--- config.mk ---
export PLATFORM = sky130hd
export DESIGN_NAME = lcd_rect_clip_rotate_fill
export DESIGN_NICKNAME = d
export VERILOG_FILES = /design/src/lrcf_pkg.sv /design/src/lcd_rect_clip_rotate_fill.sv /design/src/lrcf_front.sv /design/src/lrcf_queue.sv /design/src/lrcf_back.sv
export SDC_FILE = /design/constraint.sdc
export NUM_CORES = 1
export LEC_CHECK = 0
export BUFFER_PORTS_ARGS = -buffer_cell sky130_fd_sc_hd__buf_2
export CORE_MARGIN = 3
export CORE_UTILIZATION = 30
export CTS_CLUSTER_SIZE = 28
export DETAILED_ROUTE_END_ITERATION = 8
export MAX_ROUTING_LAYER = met4
export PLACE_DENSITY_LB_ADDON = 0.3
export REMOVE_ABC_BUFFERS = 1
export SLEW_MARGIN = 5
export SYNTH_ARGS = -nofsm -noshare
export SYNTH_HDL_FRONTEND = slang
export SYNTH_HIERARCHICAL = 1
export SYNTH_SLANG_ARGS = --single-unit
--- constraint.sdc ---
create_clock -name clk -period 11.15 [get_ports clk]
set_clock_uncertainty 0.05 [all_clocks]
set_input_delay 2.23 -clock clk [delete_from_list [all_inputs] [get_ports clk]]
set_output_delay 2.23 -clock clk [all_outputs]
set_load 0.005 [all_outputs]
--- src/lrcf_pkg.sv ---
`default_nettype none
package lrcf_pkg;

  localparam int PANEL_WIDTH  = 240;
  localparam int PANEL_HEIGHT = 320;
  localparam int PANEL_MAX    = (PANEL_WIDTH > PANEL_HEIGHT) ? PANEL_WIDTH : PANEL_HEIGHT;
  localparam int CRD_W        = $clog2(PANEL_MAX + 1);
  localparam int PROD_W       = 2 * CRD_W;

  localparam int CNT_W     = 17;
  localparam int COUNT_MAX = 131071;
  localparam int COL_W     = 16;
  localparam int VAL_W     = 16;
  localparam int POS_W     = 16;

  localparam int PANEL_AREA = PANEL_WIDTH * PANEL_HEIGHT;
  localparam logic [CNT_W-1:0] FULL_CNT =
    CNT_W'((PANEL_AREA > COUNT_MAX) ? COUNT_MAX : PANEL_AREA);

  localparam int QDEPTH = 4;
  localparam int QPTR_W = $clog2(QDEPTH);
  localparam int QCNT_W = $clog2(QDEPTH + 1);

  // command modes
  localparam logic [2:0] MODE_PIXEL  = 3'd0;
  localparam logic [2:0] MODE_HLINE  = 3'd1;
  localparam logic [2:0] MODE_VLINE  = 3'd2;
  localparam logic [2:0] MODE_RECT   = 3'd3;
  localparam logic [2:0] MODE_SCREEN = 3'd4;

  // rotation codes
  localparam logic [1:0] ROT_0   = 2'd0;
  localparam logic [1:0] ROT_90  = 2'd1;
  localparam logic [1:0] ROT_180 = 2'd2;
  localparam logic [1:0] ROT_270 = 2'd3;

  // result kinds and register selects
  localparam logic KIND_REG  = 1'b0;
  localparam logic KIND_FILL = 1'b1;

  localparam logic [2:0] SEL_CUR_X = 3'd0;
  localparam logic [2:0] SEL_CUR_Y = 3'd1;
  localparam logic [2:0] SEL_X_STA = 3'd2;
  localparam logic [2:0] SEL_X_END = 3'd3;
  localparam logic [2:0] SEL_Y_STA = 3'd4;
  localparam logic [2:0] SEL_Y_END = 3'd5;
  localparam logic [2:0] SEL_DATA  = 3'd6;

  typedef enum logic [1:0] {
    CLS_PIXEL,
    CLS_SCREEN,
    CLS_RECT
  } cls_t;

  typedef struct packed {
    cls_t             cls;
    logic [1:0]       rot;
    logic [CRD_W-1:0] a1;
    logic [CRD_W-1:0] a2;
    logic [CRD_W-1:0] b1;
    logic [CRD_W-1:0] b2;
    logic [CRD_W-1:0] cx;
    logic [CRD_W-1:0] cy;
    logic [CNT_W-1:0] cnt;
    logic [COL_W-1:0] col;
  } entry_t;

  typedef struct packed {
    logic full;
    logic empty;
  } q_stat_t;

  // panel corner where the scan starts for a rotation
  function automatic logic [CRD_W-1:0] corner_x(input logic [1:0] rot);
    logic [CRD_W-1:0] v;
    v = (rot == ROT_90 || rot == ROT_180) ? CRD_W'(PANEL_WIDTH - 1) : '0;
    return v;
  endfunction

  function automatic logic [CRD_W-1:0] corner_y(input logic [1:0] rot);
    logic [CRD_W-1:0] v;
    v = (rot == ROT_180 || rot == ROT_270) ? CRD_W'(PANEL_HEIGHT - 1) : '0;
    return v;
  endfunction

  function automatic logic [CNT_W-1:0] sat_cnt(input logic [PROD_W-1:0] p);
    logic [CNT_W-1:0] v;
    if (32'(p) > COUNT_MAX) begin
      v = CNT_W'(COUNT_MAX);
    end else begin
      v = CNT_W'(p);
    end
    return v;
  endfunction

endpackage
`default_nettype wire

--- src/lcd_rect_clip_rotate_fill.sv ---
`default_nettype none
// The first word of a command passes the clip register, queue, sequencer and output register.
// Throughput: one result word per cycle from the back sequencer; a line or rectangle
// yields 13 result words, a pixel or full screen 3, a clipped-away command none.
// A four-entry queue between clip front and sequencer keeps start open meanwhile, until it fills.
// Reset (rst_n low, synchronous): rotation to 0, queue and sequencer emptied, busy low.
module lcd_rect_clip_rotate_fill (
  input  wire logic               clk,
  input  wire logic               rst_n,
  input  wire logic               start,
  output logic                    busy,
  input  wire logic [2:0]         in_mode,
  input  wire logic signed [15:0] in_x_pos,
  input  wire logic signed [15:0] in_y_pos,
  input  wire logic signed [15:0] in_span_w,
  input  wire logic signed [15:0] in_span_h,
  input  wire logic [15:0]        in_pixel_color,
  input  wire logic               cfg_we,
  input  wire logic [1:0]         cfg_wdata,
  output logic                    out_valid,
  output logic                    out_kind,
  output logic [2:0]              out_reg_sel,
  output logic [15:0]             out_reg_value,
  output logic [16:0]             out_fill_count,
  output logic [15:0]             out_fill_color,
  output logic                    out_last
);

  logic [1:0]         rotation_r;
  logic               q_push, q_pop;
  lrcf_pkg::entry_t   q_wr, q_rd;
  lrcf_pkg::q_stat_t  q_stat;

  always_ff @(posedge clk) begin
    if (!rst_n) begin
      rotation_r <= lrcf_pkg::ROT_0;
    end else if (cfg_we) begin
      rotation_r <= cfg_wdata;
    end
  end

  lrcf_front u_front (
    .clk            (clk),
    .rst_n          (rst_n),
    .start          (start),
    .busy           (busy),
    .in_mode        (in_mode),
    .in_x_pos       (in_x_pos),
    .in_y_pos       (in_y_pos),
    .in_span_w      (in_span_w),
    .in_span_h      (in_span_h),
    .in_pixel_color (in_pixel_color),
    .rotation       (rotation_r),
    .q_stat         (q_stat),
    .q_push         (q_push),
    .q_entry        (q_wr)
  );

  lrcf_queue u_queue (
    .clk      (clk),
    .rst_n    (rst_n),
    .push     (q_push),
    .wr_entry (q_wr),
    .pop      (q_pop),
    .rd_entry (q_rd),
    .stat     (q_stat)
  );

  lrcf_back u_back (
    .clk            (clk),
    .rst_n          (rst_n),
    .rd_entry       (q_rd),
    .q_stat         (q_stat),
    .q_pop          (q_pop),
    .out_valid      (out_valid),
    .out_kind       (out_kind),
    .out_reg_sel    (out_reg_sel),
    .out_reg_value  (out_reg_value),
    .out_fill_count (out_fill_count),
    .out_fill_color (out_fill_color),
    .out_last       (out_last)
  );

  a_no_push_full: assert property (@(posedge clk) disable iff (!rst_n)
    !(q_push && q_stat.full))
    else $error("queue written while full");

  a_no_pop_empty: assert property (@(posedge clk) disable iff (!rst_n)
    !(q_pop && q_stat.empty))
    else $error("queue read while empty");

  a_fill_nonzero: assert property (@(posedge clk) disable iff (!rst_n)
    (out_valid && out_kind == lrcf_pkg::KIND_FILL) |-> (out_fill_count != '0))
    else $error("fill run with zero pixels");

  a_idle_quiet: assert property (@(posedge clk) disable iff (!rst_n)
    !out_valid |-> !out_last)
    else $error("last flag without a result word");

endmodule
`default_nettype wire

--- src/lrcf_front.sv ---
`default_nettype none
module lrcf_front (
  input  wire logic                         clk,
  input  wire logic                         rst_n,
  input  wire logic                         start,
  output logic                              busy,
  input  wire logic [2:0]                   in_mode,
  input  wire logic signed [15:0]           in_x_pos,
  input  wire logic signed [15:0]           in_y_pos,
  input  wire logic signed [15:0]           in_span_w,
  input  wire logic signed [15:0]           in_span_h,
  input  wire logic [15:0]                  in_pixel_color,
  input  wire logic [1:0]                   rotation,
  input  wire lrcf_pkg::q_stat_t            q_stat,
  output logic                              q_push,
  output lrcf_pkg::entry_t                  q_entry
);

  localparam int CW = lrcf_pkg::CRD_W;
  localparam logic [CW-1:0] WM1 = CW'(lrcf_pkg::PANEL_WIDTH - 1);
  localparam logic [CW-1:0] HM1 = CW'(lrcf_pkg::PANEL_HEIGHT - 1);

  logic accept;

  logic signed [17:0] xs, ys, ws, hs, x2s, y2s, lws, lhs, lwm1, lhm1;
  logic               rej;
  lrcf_pkg::cls_t     cls;
  logic [CW-1:0]      x1c, y1c, x2c, y2c;

  logic                   a_valid_r, a_valid_nxt;
  lrcf_pkg::cls_t         a_cls_r;
  logic [1:0]             a_rot_r;
  logic [CW-1:0]          a_x1_r, a_y1_r, a_x2_r, a_y2_r;
  logic [15:0]            a_col_r;

  logic [CW-1:0]                  dx, dy;
  logic [lrcf_pkg::PROD_W-1:0]    prod;

  assign busy   = a_valid_r && q_stat.full;
  assign accept = start && !busy;
  assign q_push = a_valid_r && !q_stat.full;

  // clip stage: all arithmetic in 18 bits so nothing wraps
  always_comb begin
    xs  = {{2{in_x_pos[15]}}, in_x_pos};
    ys  = {{2{in_y_pos[15]}}, in_y_pos};
    ws  = {{2{in_span_w[15]}}, in_span_w};
    hs  = {{2{in_span_h[15]}}, in_span_h};
    cls = lrcf_pkg::CLS_RECT;
    case (in_mode)
      lrcf_pkg::MODE_PIXEL: begin
        ws  = 18'sd1;
        hs  = 18'sd1;
        cls = lrcf_pkg::CLS_PIXEL;
      end
      lrcf_pkg::MODE_HLINE:  hs = 18'sd1;
      lrcf_pkg::MODE_VLINE:  ws = 18'sd1;
      lrcf_pkg::MODE_RECT:   cls = lrcf_pkg::CLS_RECT;
      lrcf_pkg::MODE_SCREEN: cls = lrcf_pkg::CLS_SCREEN;
      default:               cls = lrcf_pkg::CLS_RECT;
    endcase
    lws  = rotation[0] ? 18'(lrcf_pkg::PANEL_HEIGHT) : 18'(lrcf_pkg::PANEL_WIDTH);
    lhs  = rotation[0] ? 18'(lrcf_pkg::PANEL_WIDTH) : 18'(lrcf_pkg::PANEL_HEIGHT);
    lwm1 = lws - 18'sd1;
    lhm1 = lhs - 18'sd1;
    x2s  = xs + ws - 18'sd1;
    y2s  = ys + hs - 18'sd1;
    rej  = (ws <= 18'sd0) || (hs <= 18'sd0) || (xs >= lws) || (ys >= lhs) ||
           (x2s < 18'sd0) || (y2s < 18'sd0);
    if (in_mode == lrcf_pkg::MODE_SCREEN) begin
      rej = 1'b0;
    end else if (in_mode > lrcf_pkg::MODE_SCREEN) begin
      rej = 1'b1;
    end
    x1c = (xs < 18'sd0) ? '0 : xs[CW-1:0];
    y1c = (ys < 18'sd0) ? '0 : ys[CW-1:0];
    x2c = (x2s >= lws) ? lwm1[CW-1:0] : x2s[CW-1:0];
    y2c = (y2s >= lhs) ? lhm1[CW-1:0] : y2s[CW-1:0];
  end

  // drop rejected words here so they never reach the queue
  always_comb begin
    a_valid_nxt = a_valid_r && !q_push;
    if (accept) begin
      a_valid_nxt = !rej;
    end
  end

  always_ff @(posedge clk) begin
    if (!rst_n) begin
      a_valid_r <= 1'b0;
    end else begin
      a_valid_r <= a_valid_nxt;
    end
  end

  always_ff @(posedge clk) begin
    if (accept) begin
      a_cls_r <= cls;
      a_rot_r <= rotation;
      a_x1_r  <= x1c;
      a_y1_r  <= y1c;
      a_x2_r  <= x2c;
      a_y2_r  <= y2c;
      a_col_r <= in_pixel_color;
    end
  end

  // map stage: logical window to panel coordinates, pixel count
  always_comb begin
    dx   = a_x2_r - a_x1_r + CW'(1);
    dy   = a_y2_r - a_y1_r + CW'(1);
    prod = lrcf_pkg::PROD_W'(dx) * lrcf_pkg::PROD_W'(dy);

    q_entry     = '0;
    q_entry.cls = a_cls_r;
    q_entry.rot = a_rot_r;
    q_entry.col = a_col_r;
    q_entry.cnt = lrcf_pkg::sat_cnt(prod);
    case (a_rot_r)
      lrcf_pkg::ROT_90: begin
        q_entry.a1 = WM1 - a_y2_r;
        q_entry.a2 = WM1 - a_y1_r;
        q_entry.b1 = a_x1_r;
        q_entry.b2 = a_x2_r;
        q_entry.cx = WM1 - a_y1_r;
        q_entry.cy = a_x1_r;
      end
      lrcf_pkg::ROT_180: begin
        q_entry.a1 = WM1 - a_x2_r;
        q_entry.a2 = WM1 - a_x1_r;
        q_entry.b1 = HM1 - a_y2_r;
        q_entry.b2 = HM1 - a_y1_r;
        q_entry.cx = WM1 - a_x1_r;
        q_entry.cy = HM1 - a_y1_r;
      end
      lrcf_pkg::ROT_270: begin
        q_entry.a1 = a_y1_r;
        q_entry.a2 = a_y2_r;
        q_entry.b1 = HM1 - a_x2_r;
        q_entry.b2 = HM1 - a_x1_r;
        q_entry.cx = a_y1_r;
        q_entry.cy = HM1 - a_x1_r;
      end
      default: begin
        q_entry.a1 = a_x1_r;
        q_entry.a2 = a_x2_r;
        q_entry.b1 = a_y1_r;
        q_entry.b2 = a_y2_r;
        q_entry.cx = a_x1_r;
        q_entry.cy = a_y1_r;
      end
    endcase
    if (a_cls_r == lrcf_pkg::CLS_SCREEN) begin
      q_entry.cx  = lrcf_pkg::corner_x(a_rot_r);
      q_entry.cy  = lrcf_pkg::corner_y(a_rot_r);
      q_entry.cnt = lrcf_pkg::FULL_CNT;
    end
  end

endmodule
`default_nettype wire

--- src/lrcf_queue.sv ---
`default_nettype none
module lrcf_queue (
  input  wire logic               clk,
  input  wire logic               rst_n,
  input  wire logic               push,
  input  wire lrcf_pkg::entry_t   wr_entry,
  input  wire logic               pop,
  output lrcf_pkg::entry_t        rd_entry,
  output lrcf_pkg::q_stat_t       stat
);

  lrcf_pkg::entry_t mem_r [lrcf_pkg::QDEPTH];

  logic [lrcf_pkg::QPTR_W-1:0] wr_ptr_r, wr_ptr_nxt, rd_ptr_r, rd_ptr_nxt;
  logic [lrcf_pkg::QCNT_W-1:0] cnt_r, cnt_nxt;

  assign stat.full  = (cnt_r == lrcf_pkg::QCNT_W'(lrcf_pkg::QDEPTH));
  assign stat.empty = (cnt_r == '0);
  assign rd_entry   = mem_r[rd_ptr_r];

  always_comb begin
    wr_ptr_nxt = wr_ptr_r;
    rd_ptr_nxt = rd_ptr_r;
    cnt_nxt    = cnt_r;
    if (push) begin
      wr_ptr_nxt = (wr_ptr_r == lrcf_pkg::QPTR_W'(lrcf_pkg::QDEPTH - 1)) ? '0 :
                   wr_ptr_r + lrcf_pkg::QPTR_W'(1);
    end
    if (pop) begin
      rd_ptr_nxt = (rd_ptr_r == lrcf_pkg::QPTR_W'(lrcf_pkg::QDEPTH - 1)) ? '0 :
                   rd_ptr_r + lrcf_pkg::QPTR_W'(1);
    end
    if (push && !pop) begin
      cnt_nxt = cnt_r + lrcf_pkg::QCNT_W'(1);
    end else if (pop && !push) begin
      cnt_nxt = cnt_r - lrcf_pkg::QCNT_W'(1);
    end
  end

  always_ff @(posedge clk) begin
    if (!rst_n) begin
      wr_ptr_r <= '0;
      rd_ptr_r <= '0;
      cnt_r    <= '0;
    end else begin
      wr_ptr_r <= wr_ptr_nxt;
      rd_ptr_r <= rd_ptr_nxt;
      cnt_r    <= cnt_nxt;
    end
  end

  always_ff @(posedge clk) begin
    if (push) begin
      mem_r[wr_ptr_r] <= wr_entry;
    end
  end

endmodule
`default_nettype wire

--- src/lrcf_back.sv ---
`default_nettype none
module lrcf_back (
  input  wire logic               clk,
  input  wire logic               rst_n,
  input  wire lrcf_pkg::entry_t   rd_entry,
  input  wire lrcf_pkg::q_stat_t  q_stat,
  output logic                    q_pop,
  output logic                    out_valid,
  output logic                    out_kind,
  output logic [2:0]              out_reg_sel,
  output logic [15:0]             out_reg_value,
  output logic [16:0]             out_fill_count,
  output logic [15:0]             out_fill_color,
  output logic                    out_last
);

  // sequencer positions, window commands
  localparam logic [3:0] R_XS  = 4'd0;
  localparam logic [3:0] R_XE  = 4'd1;
  localparam logic [3:0] R_YS  = 4'd2;
  localparam logic [3:0] R_YE  = 4'd3;
  localparam logic [3:0] R_CX  = 4'd4;
  localparam logic [3:0] R_CY  = 4'd5;
  localparam logic [3:0] R_FL  = 4'd6;
  localparam logic [3:0] R_FXS = 4'd7;
  localparam logic [3:0] R_FXE = 4'd8;
  localparam logic [3:0] R_FYS = 4'd9;
  localparam logic [3:0] R_FYE = 4'd10;
  localparam logic [3:0] R_FCX = 4'd11;
  localparam logic [3:0] R_FCY = 4'd12;
  // sequencer positions, pixel and full screen
  localparam logic [3:0] S_CX  = 4'd0;
  localparam logic [3:0] S_CY  = 4'd1;
  localparam logic [3:0] S_FIN = 4'd2;

  localparam int CW = lrcf_pkg::CRD_W;

  logic               act_r, act_nxt;
  lrcf_pkg::entry_t   ent_r;
  logic [3:0]         step_r, step_nxt;
  logic               done, load;

  logic        kind_nxt, last_nxt;
  logic [2:0]  sel_nxt;
  logic [CW-1:0] crd;
  logic [15:0] val_nxt;
  logic [16:0] cnt_nxt;
  logic [15:0] col_nxt;

  logic        valid_r, kind_r, last_r;
  logic [2:0]  sel_r;
  logic [15:0] val_r, col_r;
  logic [16:0] cnt_r;

  assign done  = act_r && (step_r == ((ent_r.cls == lrcf_pkg::CLS_RECT) ? R_FCY : S_FIN));
  assign load  = !q_stat.empty && (!act_r || done);
  assign q_pop = load;

  always_comb begin
    act_nxt  = act_r && !done;
    step_nxt = act_r ? step_r + 4'd1 : step_r;
    if (load) begin
      act_nxt  = 1'b1;
      step_nxt = '0;
    end
  end

  // decode the word for the current step
  always_comb begin
    kind_nxt = lrcf_pkg::KIND_REG;
    sel_nxt  = lrcf_pkg::SEL_CUR_X;
    crd      = '0;
    cnt_nxt  = '0;
    col_nxt  = '0;
    last_nxt = done;
    if (ent_r.cls == lrcf_pkg::CLS_RECT) begin
      case (step_r)
        R_XS: begin sel_nxt = lrcf_pkg::SEL_X_STA; crd = ent_r.a1; end
        R_XE: begin sel_nxt = lrcf_pkg::SEL_X_END; crd = ent_r.a2; end
        R_YS: begin sel_nxt = lrcf_pkg::SEL_Y_STA; crd = ent_r.b1; end
        R_YE: begin sel_nxt = lrcf_pkg::SEL_Y_END; crd = ent_r.b2; end
        R_CX: begin sel_nxt = lrcf_pkg::SEL_CUR_X; crd = ent_r.cx; end
        R_CY: begin sel_nxt = lrcf_pkg::SEL_CUR_Y; crd = ent_r.cy; end
        R_FL: begin
          kind_nxt = lrcf_pkg::KIND_FILL;
          cnt_nxt  = ent_r.cnt;
          col_nxt  = ent_r.col;
        end
        R_FXS: sel_nxt = lrcf_pkg::SEL_X_STA;
        R_FXE: begin sel_nxt = lrcf_pkg::SEL_X_END; crd = CW'(lrcf_pkg::PANEL_WIDTH - 1); end
        R_FYS: sel_nxt = lrcf_pkg::SEL_Y_STA;
        R_FYE: begin sel_nxt = lrcf_pkg::SEL_Y_END; crd = CW'(lrcf_pkg::PANEL_HEIGHT - 1); end
        R_FCX: begin sel_nxt = lrcf_pkg::SEL_CUR_X; crd = lrcf_pkg::corner_x(ent_r.rot); end
        R_FCY: begin sel_nxt = lrcf_pkg::SEL_CUR_Y; crd = lrcf_pkg::corner_y(ent_r.rot); end
        default: sel_nxt = lrcf_pkg::SEL_CUR_X;
      endcase
    end else begin
      case (step_r)
        S_CX: begin sel_nxt = lrcf_pkg::SEL_CUR_X; crd = ent_r.cx; end
        S_CY: begin sel_nxt = lrcf_pkg::SEL_CUR_Y; crd = ent_r.cy; end
        S_FIN: begin
          if (ent_r.cls == lrcf_pkg::CLS_SCREEN) begin
            kind_nxt = lrcf_pkg::KIND_FILL;
            cnt_nxt  = ent_r.cnt;
            col_nxt  = ent_r.col;
          end else begin
            sel_nxt  = lrcf_pkg::SEL_DATA;
          end
        end
        default: sel_nxt = lrcf_pkg::SEL_CUR_X;
      endcase
    end
    val_nxt = 16'(crd);
    if (kind_nxt == lrcf_pkg::KIND_REG && sel_nxt == lrcf_pkg::SEL_DATA) begin
      val_nxt = ent_r.col;
    end
    if (!act_r) begin
      kind_nxt = lrcf_pkg::KIND_REG;
      sel_nxt  = lrcf_pkg::SEL_CUR_X;
      val_nxt  = '0;
      cnt_nxt  = '0;
      col_nxt  = '0;
      last_nxt = 1'b0;
    end
  end

  always_ff @(posedge clk) begin
    if (!rst_n) begin
      act_r   <= 1'b0;
      step_r  <= '0;
      valid_r <= 1'b0;
    end else begin
      act_r   <= act_nxt;
      step_r  <= step_nxt;
      valid_r <= act_r;
    end
  end

  always_ff @(posedge clk) begin
    if (load) begin
      ent_r <= rd_entry;
    end
    kind_r <= kind_nxt;
    sel_r  <= sel_nxt;
    val_r  <= val_nxt;
    cnt_r  <= cnt_nxt;
    col_r  <= col_nxt;
    last_r <= last_nxt;
  end

  assign out_valid      = valid_r;
  assign out_kind       = kind_r;
  assign out_reg_sel    = sel_r;
  assign out_reg_value  = val_r;
  assign out_fill_count = cnt_r;
  assign out_fill_color = col_r;
  assign out_last       = last_r;

endmodule
`default_nettype wire
==> flow_summary.json, run 1 <==
{
  "num_vias": 18015,
  "dieArea_sq_mm": 0.102,
  "port_buffers": 144,
  "dp_hpwl_mm": 49.0,
  "cts.sinks": 583,
  "drv_slew": 0,
  "synth-seq-cells": 583,
  "postCtsHoldBufs": 0,
  "worst-endpoint-arrival_ps": 7890,
  "place.gp.congestion": 0.878,
  "synthCells": 2180,
  "postCtsSetupBuffers": 0,
  "drv_cap": 0,
  "hold_path.class": "flip-flop to flip-flop",
  "drtAntennaViolNets": 0,
  "synth.distinct_cells": 97,
  "worstSetupStartpointType": "flip-flop",
  "finalSetupViolations": 0,
  "viasPerCell": 4.94,
  "regArea_sq_mm": 0.0168,
  "antenna_found_initial": 10,
  "post_route_cells_drive_above_1_share_pct": 17.6,
  "firstDrtPassIters": 7,
  "insertion_delay_ps": 640,
  "min_from": "u_back/ent_r[29]",
  "slew_headroom_pct": 22.0,
  "synthArstFlopShare_pct": 0,
  "grt_max_degree": 73,
  "cp_max_fo": 13,
  "cts_max_level": 2,
  "grt_pass1_vias": 18696,
  "synth.avg_cell_area_sq_um": 13.6,
  "synthFlopType": "edfxtp_1",
  "grt_setup_unrepaired": "false",
  "status": "finished, final reports clean",
  "die_width_um": 320,
  "multi_input_area_sq_mm": 0.0114,
  "drt_wl_total_mm": 70.4,
  "route.detailed.drc": 0,
  "layout_common_cells": "edfxtp_1, inv_1, ha_1",
  "r2r-end": "u_queue/mem_r[2][20]",
  "die_y_um": 320,
  "core_sq_mm": 0.0973,
  "wl_per_cell_um": 19.3,
  "hold_violations": 0,
  "critPathKind": "flip-flop to flip-flop",
  "tightest_slew_ps": 1170,
  "start_util_pct": 30.4,
  "worst-r2r-setup-slack_ps": 3630,
  "max_freq_ghz": 0.133,
  "pin_count": 145,
  "r2r_cells": 27,
  "clkTransAtPathRegs_ps": 60,
  "nFillCells": 9505,
  "rows": 114,
  "grt_first_pass_wirelength_mm": 110,
  "grt_usage_pct": 14.1,
  "syn_area_sq_mm": 0.0296,
  "cts_resized": 0,
  "cts_tree": "done",
  "hold_end": "u_back/out_fill_count[13]",
  "critPathCaptureType": "flip-flop",
  "fin_tns_setup_ps": 0,
  "drt_iter0_drc": 1599,
  "period_share_pct": 67.5,
  "r2r-start": "u_front/a_y1_r[1]",
  "cts_buffers": 59,
  "final_nets": 2634,
  "period_minus_slack_ps": 7520,
  "synth_edf_count": 511,
  "grt-ovfl-total": 0,
  "min_delay_path_depth": 1,
  "yosysSeqAreaShare_pct": 56.8,
  "cts_root_buf": "clkbuf_16",
  "cts_max_path_buffers": 3,
  "area_growth_pct": 13.6,
  "whs_ps": 389,
  "yosysWarnings": 6,
  "final_common_cell": "edfxtp_1",
  "required_ps": 11520
}
-- cells in the mapped netlist, drive strengths merged (11+ instances only) --
cell	count	area, sq um
nand2	103	387
a22oi	30	230
a21oi	124	628
clkbuf	48	180
nand2b	22	140
a222oi	11	110
mux2i	20	200
fa	55	1100
edfxtp	511	15300
dfxtp	72	1440
xnor2	40	350
nor2b	45	282
and2	47	294
and3	16	100
inv	247	927
ha	172	2150
a211oi	32	258
a21o	26	195
nor2	113	427
or2	16	100
mux4	91	2050
o21bai	15	116
buf	39	325
o31ai	11	96.3
a31oi	17	113
nand3	13	65.1
o21a	13	97.6
o22ai	13	81.3
nor3	23	120
o41ai	11	115
o21ai	40	215
xor2	28	245
-- flip-flops by register name, indices dropped and copies added (netlist names), 2 cells and up, named ones only --
| name | count |
|---|---|
| rotation_r | 2 |
| u_back/ent_r | 91 |
| u_back/out_fill_color | 16 |
| u_back/out_fill_count | 17 |
| u_back/out_reg_sel | 3 |
| u_back/out_reg_value | 16 |
| u_back/step_r | 4 |
| u_front/a_cls_r | 2 |
| u_front/a_col_r | 16 |
| u_front/a_rot_r | 2 |
| u_front/a_x1_r | 9 |
| u_front/a_x2_r | 9 |
| u_front/a_y1_r | 9 |
| u_front/a_y2_r | 9 |
| u_queue/cnt_r | 3 |
| u_queue/mem_r | 364 |
| u_queue/rd_ptr_r | 2 |
| u_queue/wr_ptr_r | 2 |
-- how the worst max path moves through the flow --
stage / startpoint / to / slack [ps] / cells after the start
final: u_front/a_y1_r[1] / u_queue/mem_r[2][20] / 3630 / 27
after global routing: u_front/a_y1_r[1] / u_queue/mem_r[1][19] / 2990 / 27
after CTS: u_front/a_y1_r[1] / u_queue/mem_r[2][20] / 3620 / 27
after detailed placement: u_front/a_y1_r[1] / u_queue/mem_r[2][20] / 3640 / 27
after global placement: u_front/a_y1_r[1] / u_queue/mem_r[0][20] / 3840 / 27
after floorplan: u_back/step_r[2] / u_queue/cnt_r[2] / 4240 / 11
-- layer usage --
| layer | global-route usage (%) | vias up | routed length (um) | part of all wire [%] |
|---|---|---|---|---|
| li1 | - | 8360 | - | - |
| met1 | 19.1 | 9042 | 32300 | 46 |
| met2 | 22.4 | 524 | 32900 | 47 |
| met3 | 1.87 | 89 | 3690 | 5.2 |
| met4 | 3.36 | 0 | 1460 | 2.1 |
| met5 | - | - | 0 | 0 |
-- worst max-delay path: stages (launching register included) --
cell	delay (ps)
edfxtp_1	490
ha_1	320
inv_1	40
ha_1	210
fa_1	440
a21oi_1	160
nor2_1	50
nor2_1	160
o21bai_1	80
a21oi_1	170
xor2_1	560
or2_2	240
fa_1	460
fa_1	550
inv_1	50
fa_1	520
inv_1	50
fa_1	520
inv_1	40
ha_1	320
nor3_1	170
nor2_1	90
nand2_1	90
o2111ai_1	130
o211ai_1	180
nand4b_1	170
nand3_1	480
a21oi_1	490
-- metrics by stage --
step	utilization [%]	setup WS, ps	std cells	instance area (sq um)
6_report	34.5	3630	3648	33600
5_1_grt	34.5	2990	3646	33600
3_5_place_dp	32.5	3640	3533	31600
3_3_place_gp	32.5	3840	3533	31600
4_1_cts	34.5	3620	3644	33600
2_1_floorplan	-	4240	2093	29100
-- logic make-up (layout without fill, tap and decap cells) --
family,count (synthesis),count (layout),share of synthesized area (%)
flip-flops,583,583,56.8
AND/OR/NAND/NOR,444,444,7.71
AO/OA/AOI/OAI,403,403,9.62
buffers and inverters,334,522,4.84
adder cells (fa/ha/maj),227,227,11.0
multiplexers,121,121,8.05
XOR/XNOR,68,68,2.01
other,0,4,0
-- area by class of cell --
| cell class | instances | share of cell area [%] |
|---|---|---|
| diodes | 4 | 0.0298 |
| clock buffers | 74 | 4.80 |
| clock inverters | 37 | 1.16 |
| inverters | 247 | 2.76 |
| multi-input cells | 1263 | 33.9 |
| flip-flops and latches | 583 | 50.0 |
| well taps | 1276 | 4.75 |
| repair buffers | 164 | 2.59 |
Power of run 1 is left out: the tool's default activity adds up to more than one toggle a clock period on the data nets, which glitch-free logic cannot reach.
==> run 2: changes to the inputs <==
- ABC_AREA: unset -> 1
- clock period: 11.15 -> 7.9 ns (I/O delays scaled with it)
==> run 2 against run 1 <==
Net effect: synthesized cell count grew 43%; fmax increased by 7.0%; worst hold slack better by 8.9 ps; die area up 2.9%; critical endpoint is now u_queue/mem_r[3][22]; highest routed layer unchanged.
==> flow_summary.json, run 2 <==
{
  "status": "finished, final reports clean",
  "grt-ovfl-total": 0,
  "wl_met3_mm": 3.58,
  "drt-met1-wl_mm": 35.0,
  "final_common_cell": "nand2_1",
  "route.detailed.drc": 0,
  "fin_tns_setup_ps": 0,
  "synth.avg_cell_area_sq_um": 9.80,
  "drt_wl_total_mm": 75.4,
  "num_vias": 21389,
  "place.gp.congestion": 0.891,
  "cts_resized": 0,
  "cts_tree": "done",
  "tightest_slew_ps": 977,
  "wl_met2_mm": 35.2,
  "critPathKind": "flip-flop to flip-flop",
  "cts_buffers": 59,
  "required_ps": 8190,
  "top_layer": "met4",
  "grt_usage_pct": 14.4,
  "synthFlopType": "edfxtp_1",
  "synth.most_common_cell": "nand2_1",
  "ys_top_cells_by_count": "nand2_1, edfxtp_1, inv_1",
  "synthCells": 3107,
  "period_share_pct": 89.0,
  "period_minus_slack_ps": 7030,
  "hold_path.class": "flip-flop to flip-flop",
  "port_buffers": 144,
  "slowest_stage": "fa_1",
  "rows": 116,
  "die_y_um": 325,
  "synth.distinct_cells": 58,
  "yosysSeqAreaShare_pct": 55.1,
  "regMostFlops": "u_queue/mem_r",
  "die_width_um": 325,
  "slew_headroom_pct": 34.8,
  "max_stage_delay_ps": 540,
  "firstDrtPassIters": 5,
  "yosysWarnings": 6,
  "worstSetupStartpointType": "flip-flop",
  "grt_pass1_vias": 20454,
  "drt_iter0_drc": 1469,
  "final_nets": 3540,
  "grt_first_pass_wirelength_mm": 117,
  "largest_reg_flops": 364,
  "synth-seq-cells": 583,
  "synthArstFlopShare_pct": 0,
  "drv_slew": 0,
  "insertion_delay_ps": 660,
  "pin_count": 145,
  "drv_cap": 0,
  "critPathCaptureType": "flip-flop",
  "worst-endpoint-arrival_ps": 7320,
  "start_util_pct": 30.3,
  "synth_edf_count": 511,
  "antenna_found_initial": 0,
  "syn_area_sq_mm": 0.0304,
  "hold_violations": 0,
  "synthTopCellsByArea": "edfxtp_1, nand2_1, ha_1",
  "insertedDiodeCount": 0,
  "synth.largest_area_cell": "edfxtp_1",
  "postCtsSetupBuffers": 0,
  "post_route_cells_drive_above_1_share_pct": 9.80,
  "cts_max_level": 2,
  "dp_hpwl_mm": 52.2,
  "grt_setup_unrepaired": "false",
  "dieArea_sq_mm": 0.105,
  "nFillCells": 10275,
  "cts.sinks": 583,
  "grt_max_degree": 93,
  "netlist.area_leader.share_pct": 50.4,
  "layout_common_cells": "nand2_1, edfxtp_1, inv_1",
  "max_freq_ghz": 0.142,
  "cp_max_fo": 11,
  "area_growth_pct": 12.9,
  "clkTransAtPathRegs_ps": 60,
  "cts_max_path_buffers": 3,
  "cts_root_buf": "clkbuf_16",
  "drtAntennaViolNets": 0,
  "postCtsHoldBufs": 0,
  "wl_per_cell_um": 16.3,
  "viasPerCell": 4.62,
  "finalSetupViolations": 0,
  "core_sq_mm": 0.100
}
run 2: cells by family after synthesis:
family / Yosys count / synth area share (%)
DFF: 583 / 55.1
and+or+nand+nor: 1208 / 16.5
buffers and inverters: 572 / 7.70
xor gates and xnor gates: 37 / 1.11
AOI/OAI and AO/OA: 480 / 8.90
adders and majority gates: 227 / 10.7
run 2: cell type report:
type                            count  area, sq um  area share (%)
Multi-Input combinational cell   1952        11300            32.9
Timing Repair Buffer              161          848            2.47
Tap cell                         1357         1700            4.94
Clock buffer                       77         1570            4.58
Sequential cell                   583        16800            48.9
Inverter                          467         1770            5.16
Clock inverter                     34          358            1.04
run 2: per-layer routing:
metal  track usage (%)  vias to the layer above
li1                  -                    10590
met1              19.4                    10174
met2              23.2                      532
met3              1.73                       93
met4              3.62                        0
met5                 -                        -
run 2: worst max-delay path, delay by kind of cell (launching register included):
family	cells	cell delay [ps]
AOI/OAI and AO/OA	7	1270
xor gates and xnor gates	2	660
adders and majority gates	8	3330
buffers and inverters	7	580
DFF	1	470
and+or+nand+nor	4	340
run 2: metrics by stage:
step                      hold WS (ps)  setup WS [ps]  util, %  area, sq um  instances
after floorplan                    359           1250        -        29900       3002
after global placement             395           1040     32.3        32400       4520
after detailed placement           396            920     32.3        32400       4520
after CTS                          411            875     34.2        34400       4631
after global routing               418            546     34.2        34400       4631
final                              398            867     34.2        34400       4631
run 2: path summary, 6_finish.rpt:
path | startpoint | end | slack [ps] | cells past startpoint
hold / removal | rotation_r[1] | u_front/a_rot_r[1] | 400 | 0
hold reg to reg | rotation_r[1] | u_front/a_rot_r[1] | 400 | 0
setup reg to reg | u_front/a_y1_r[1] | u_queue/mem_r[3][22] | 870 | 28
setup / recovery | u_front/a_y1_r[1] | u_queue/mem_r[3][22] | 870 | 28
Power of run 2 is left out for the same reason.
==> run 3: changes to the inputs <==
- CORE_UTILIZATION: 30 -> 45
==> run 3 against run 2 <==
Net effect: via count grew 0.39%; routed wire length is 8.6% lower; highest routed layer unchanged; critical path type unchanged; die area is 33% lower; fmax is 2.6% higher; global-route usage rose by 5.4 points; first-iteration DRC count increased by 12%; register-to-register slack better by 180 ps; worst setup slack better by 180 ps; largest cell class unchanged; utilization grew 17 points; final area fell by 1.8%.
==> flow_summary.json, run 3 (synthesis gave the netlist of run 2 again) <==
{
  "grt_max_degree": 99,
  "worstSetupStartpointType": "flip-flop",
  "slew_headroom_pct": 23.7,
  "core_sq_mm": 0.0663,
  "wl_met2_mm": 32.1,
  "status": "finished, final reports clean",
  "insertion_delay_ps": 630,
  "drtAntennaViolNets": 0,
  "postCtsHoldBufs": 0,
  "final_nets": 3538,
  "num_vias": 21473,
  "top_layer": "met4",
  "slowest_stage": "fa_1",
  "cp_max_fo": 14,
  "period_share_pct": 86.8,
  "start_util_pct": 45.9,
  "postCtsSetupBuffers": 0,
  "antenna_found_initial": 0,
  "insertedDiodeCount": 0,
  "grt_first_pass_wirelength_mm": 108,
  "worst-endpoint-arrival_ps": 7160,
  "hold_violations": 0,
  "die_y_um": 266,
  "finalSetupViolations": 0,
  "rows": 94,
  "drv_cap": 0,
  "wl_per_cell_um": 16.7,
  "hold_path.class": "flip-flop to flip-flop",
  "min_delay_path_depth": 0,
  "grt_setup_unrepaired": "false",
  "drt-met1-wl_mm": 31.2,
  "clkTransAtPathRegs_ps": 60,
  "critPathCaptureType": "flip-flop",
  "cts_tree": "done",
  "max_stage_delay_ps": 540,
  "max_freq_ghz": 0.146,
  "cts_max_path_buffers": 3,
  "pin_count": 145,
  "r2r_cells": 27,
  "port_buffers": 144,
  "nFillCells": 6020,
  "drt_wl_total_mm": 68.9,
  "fin_tns_setup_ps": 0,
  "drt_iter0_drc": 1647,
  "largest_reg_flops": 364,
  "wl_met3_mm": 4.20,
  "viasPerCell": 5.20,
  "cts_max_level": 2,
  "critPathKind": "flip-flop to flip-flop",
  "dp_hpwl_mm": 46.8,
  "grt_pass1_vias": 19913,
  "cts.sinks": 583,
  "drv_slew": 0,
  "cts_root_buf": "clkbuf_16",
  "period_minus_slack_ps": 6860,
  "crit_top_cell": "fa_1",
  "area_growth_pct": 10.8,
  "place.gp.congestion": 0.909,
  "tightest_slew_ps": 1140,
  "required_ps": 8200,
  "layout_common_cells": "nand2_1, edfxtp_1, inv_1",
  "cts_resized": 0,
  "dieArea_sq_mm": 0.0708,
  "regMostFlops": "u_queue/mem_r",
  "post_route_cells_drive_above_1_share_pct": 9.70,
  "grt-ovfl-total": 0,
  "firstDrtPassIters": 6,
  "grt_usage_pct": 19.7,
  "die_width_um": 266,
  "final_common_cell": "nand2_1",
  "cts_buffers": 56,
  "route.detailed.drc": 0
}
## run 3: critical path, delay by kind of cell, from the launching register on
| family | cells | cell delay (ps) |
|---|---|---|
| flip-flops | 1 | 450 |
| buffers and inverters | 6 | 480 |
| adder cells (fa/ha/maj) | 8 | 3310 |
| AO/OA/AOI/OAI | 6 | 1120 |
| AND/OR/NAND/NOR | 5 | 650 |
| XOR/XNOR | 2 | 520 |
## run 3: path summary, 6_finish.rpt
kind / slack, ps / end / start
max: 1040 / u_queue/mem_r[1][27] / u_front/a_y1_r[1]
min: 400 / u_front/a_rot_r[1] / rotation_r[1]
max reg2reg: 1040 / u_queue/mem_r[1][27] / u_front/a_y1_r[1]
min reg2reg: 400 / u_front/a_rot_r[1] / rotation_r[1]
## run 3: final cells by class
class	count	area, sq um	share of cell area, %
well taps	864	1080	3.20
flip-flops and latches	583	16800	49.8
clock buffers	70	1480	4.40
clock inverters	35	424	1.26
inverters	467	1770	5.26
multi-input cells	1952	11300	33.6
repair buffers	162	856	2.54
## run 3: routing by layer
layer | vias up | track usage, %
met5 | - | -
met4 | 0 | 4.89
met3 | 97 | 2.39
met2 | 681 | 31.5
met1 | 10110 | 27.2
li1 | 10585 | -
## run 3: stage by stage
step / worst slack (ps) / instances / hold slack (ps) / utilization, % / area [sq um]
2_1_floorplan: 1250 / 3002 / 359 / - / 29900
3_3_place_gp: 1130 / 4028 / 399 / 48.0 / 31800
3_5_place_dp: 1040 / 4028 / 395 / 48.0 / 31800
4_1_cts: 1020 / 4133 / 410 / 50.8 / 33700
5_1_grt: 651 / 4133 / 420 / 50.8 / 33700
6_report: 1040 / 4133 / 404 / 50.8 / 33700
Power of run 3 is left out for the same reason.
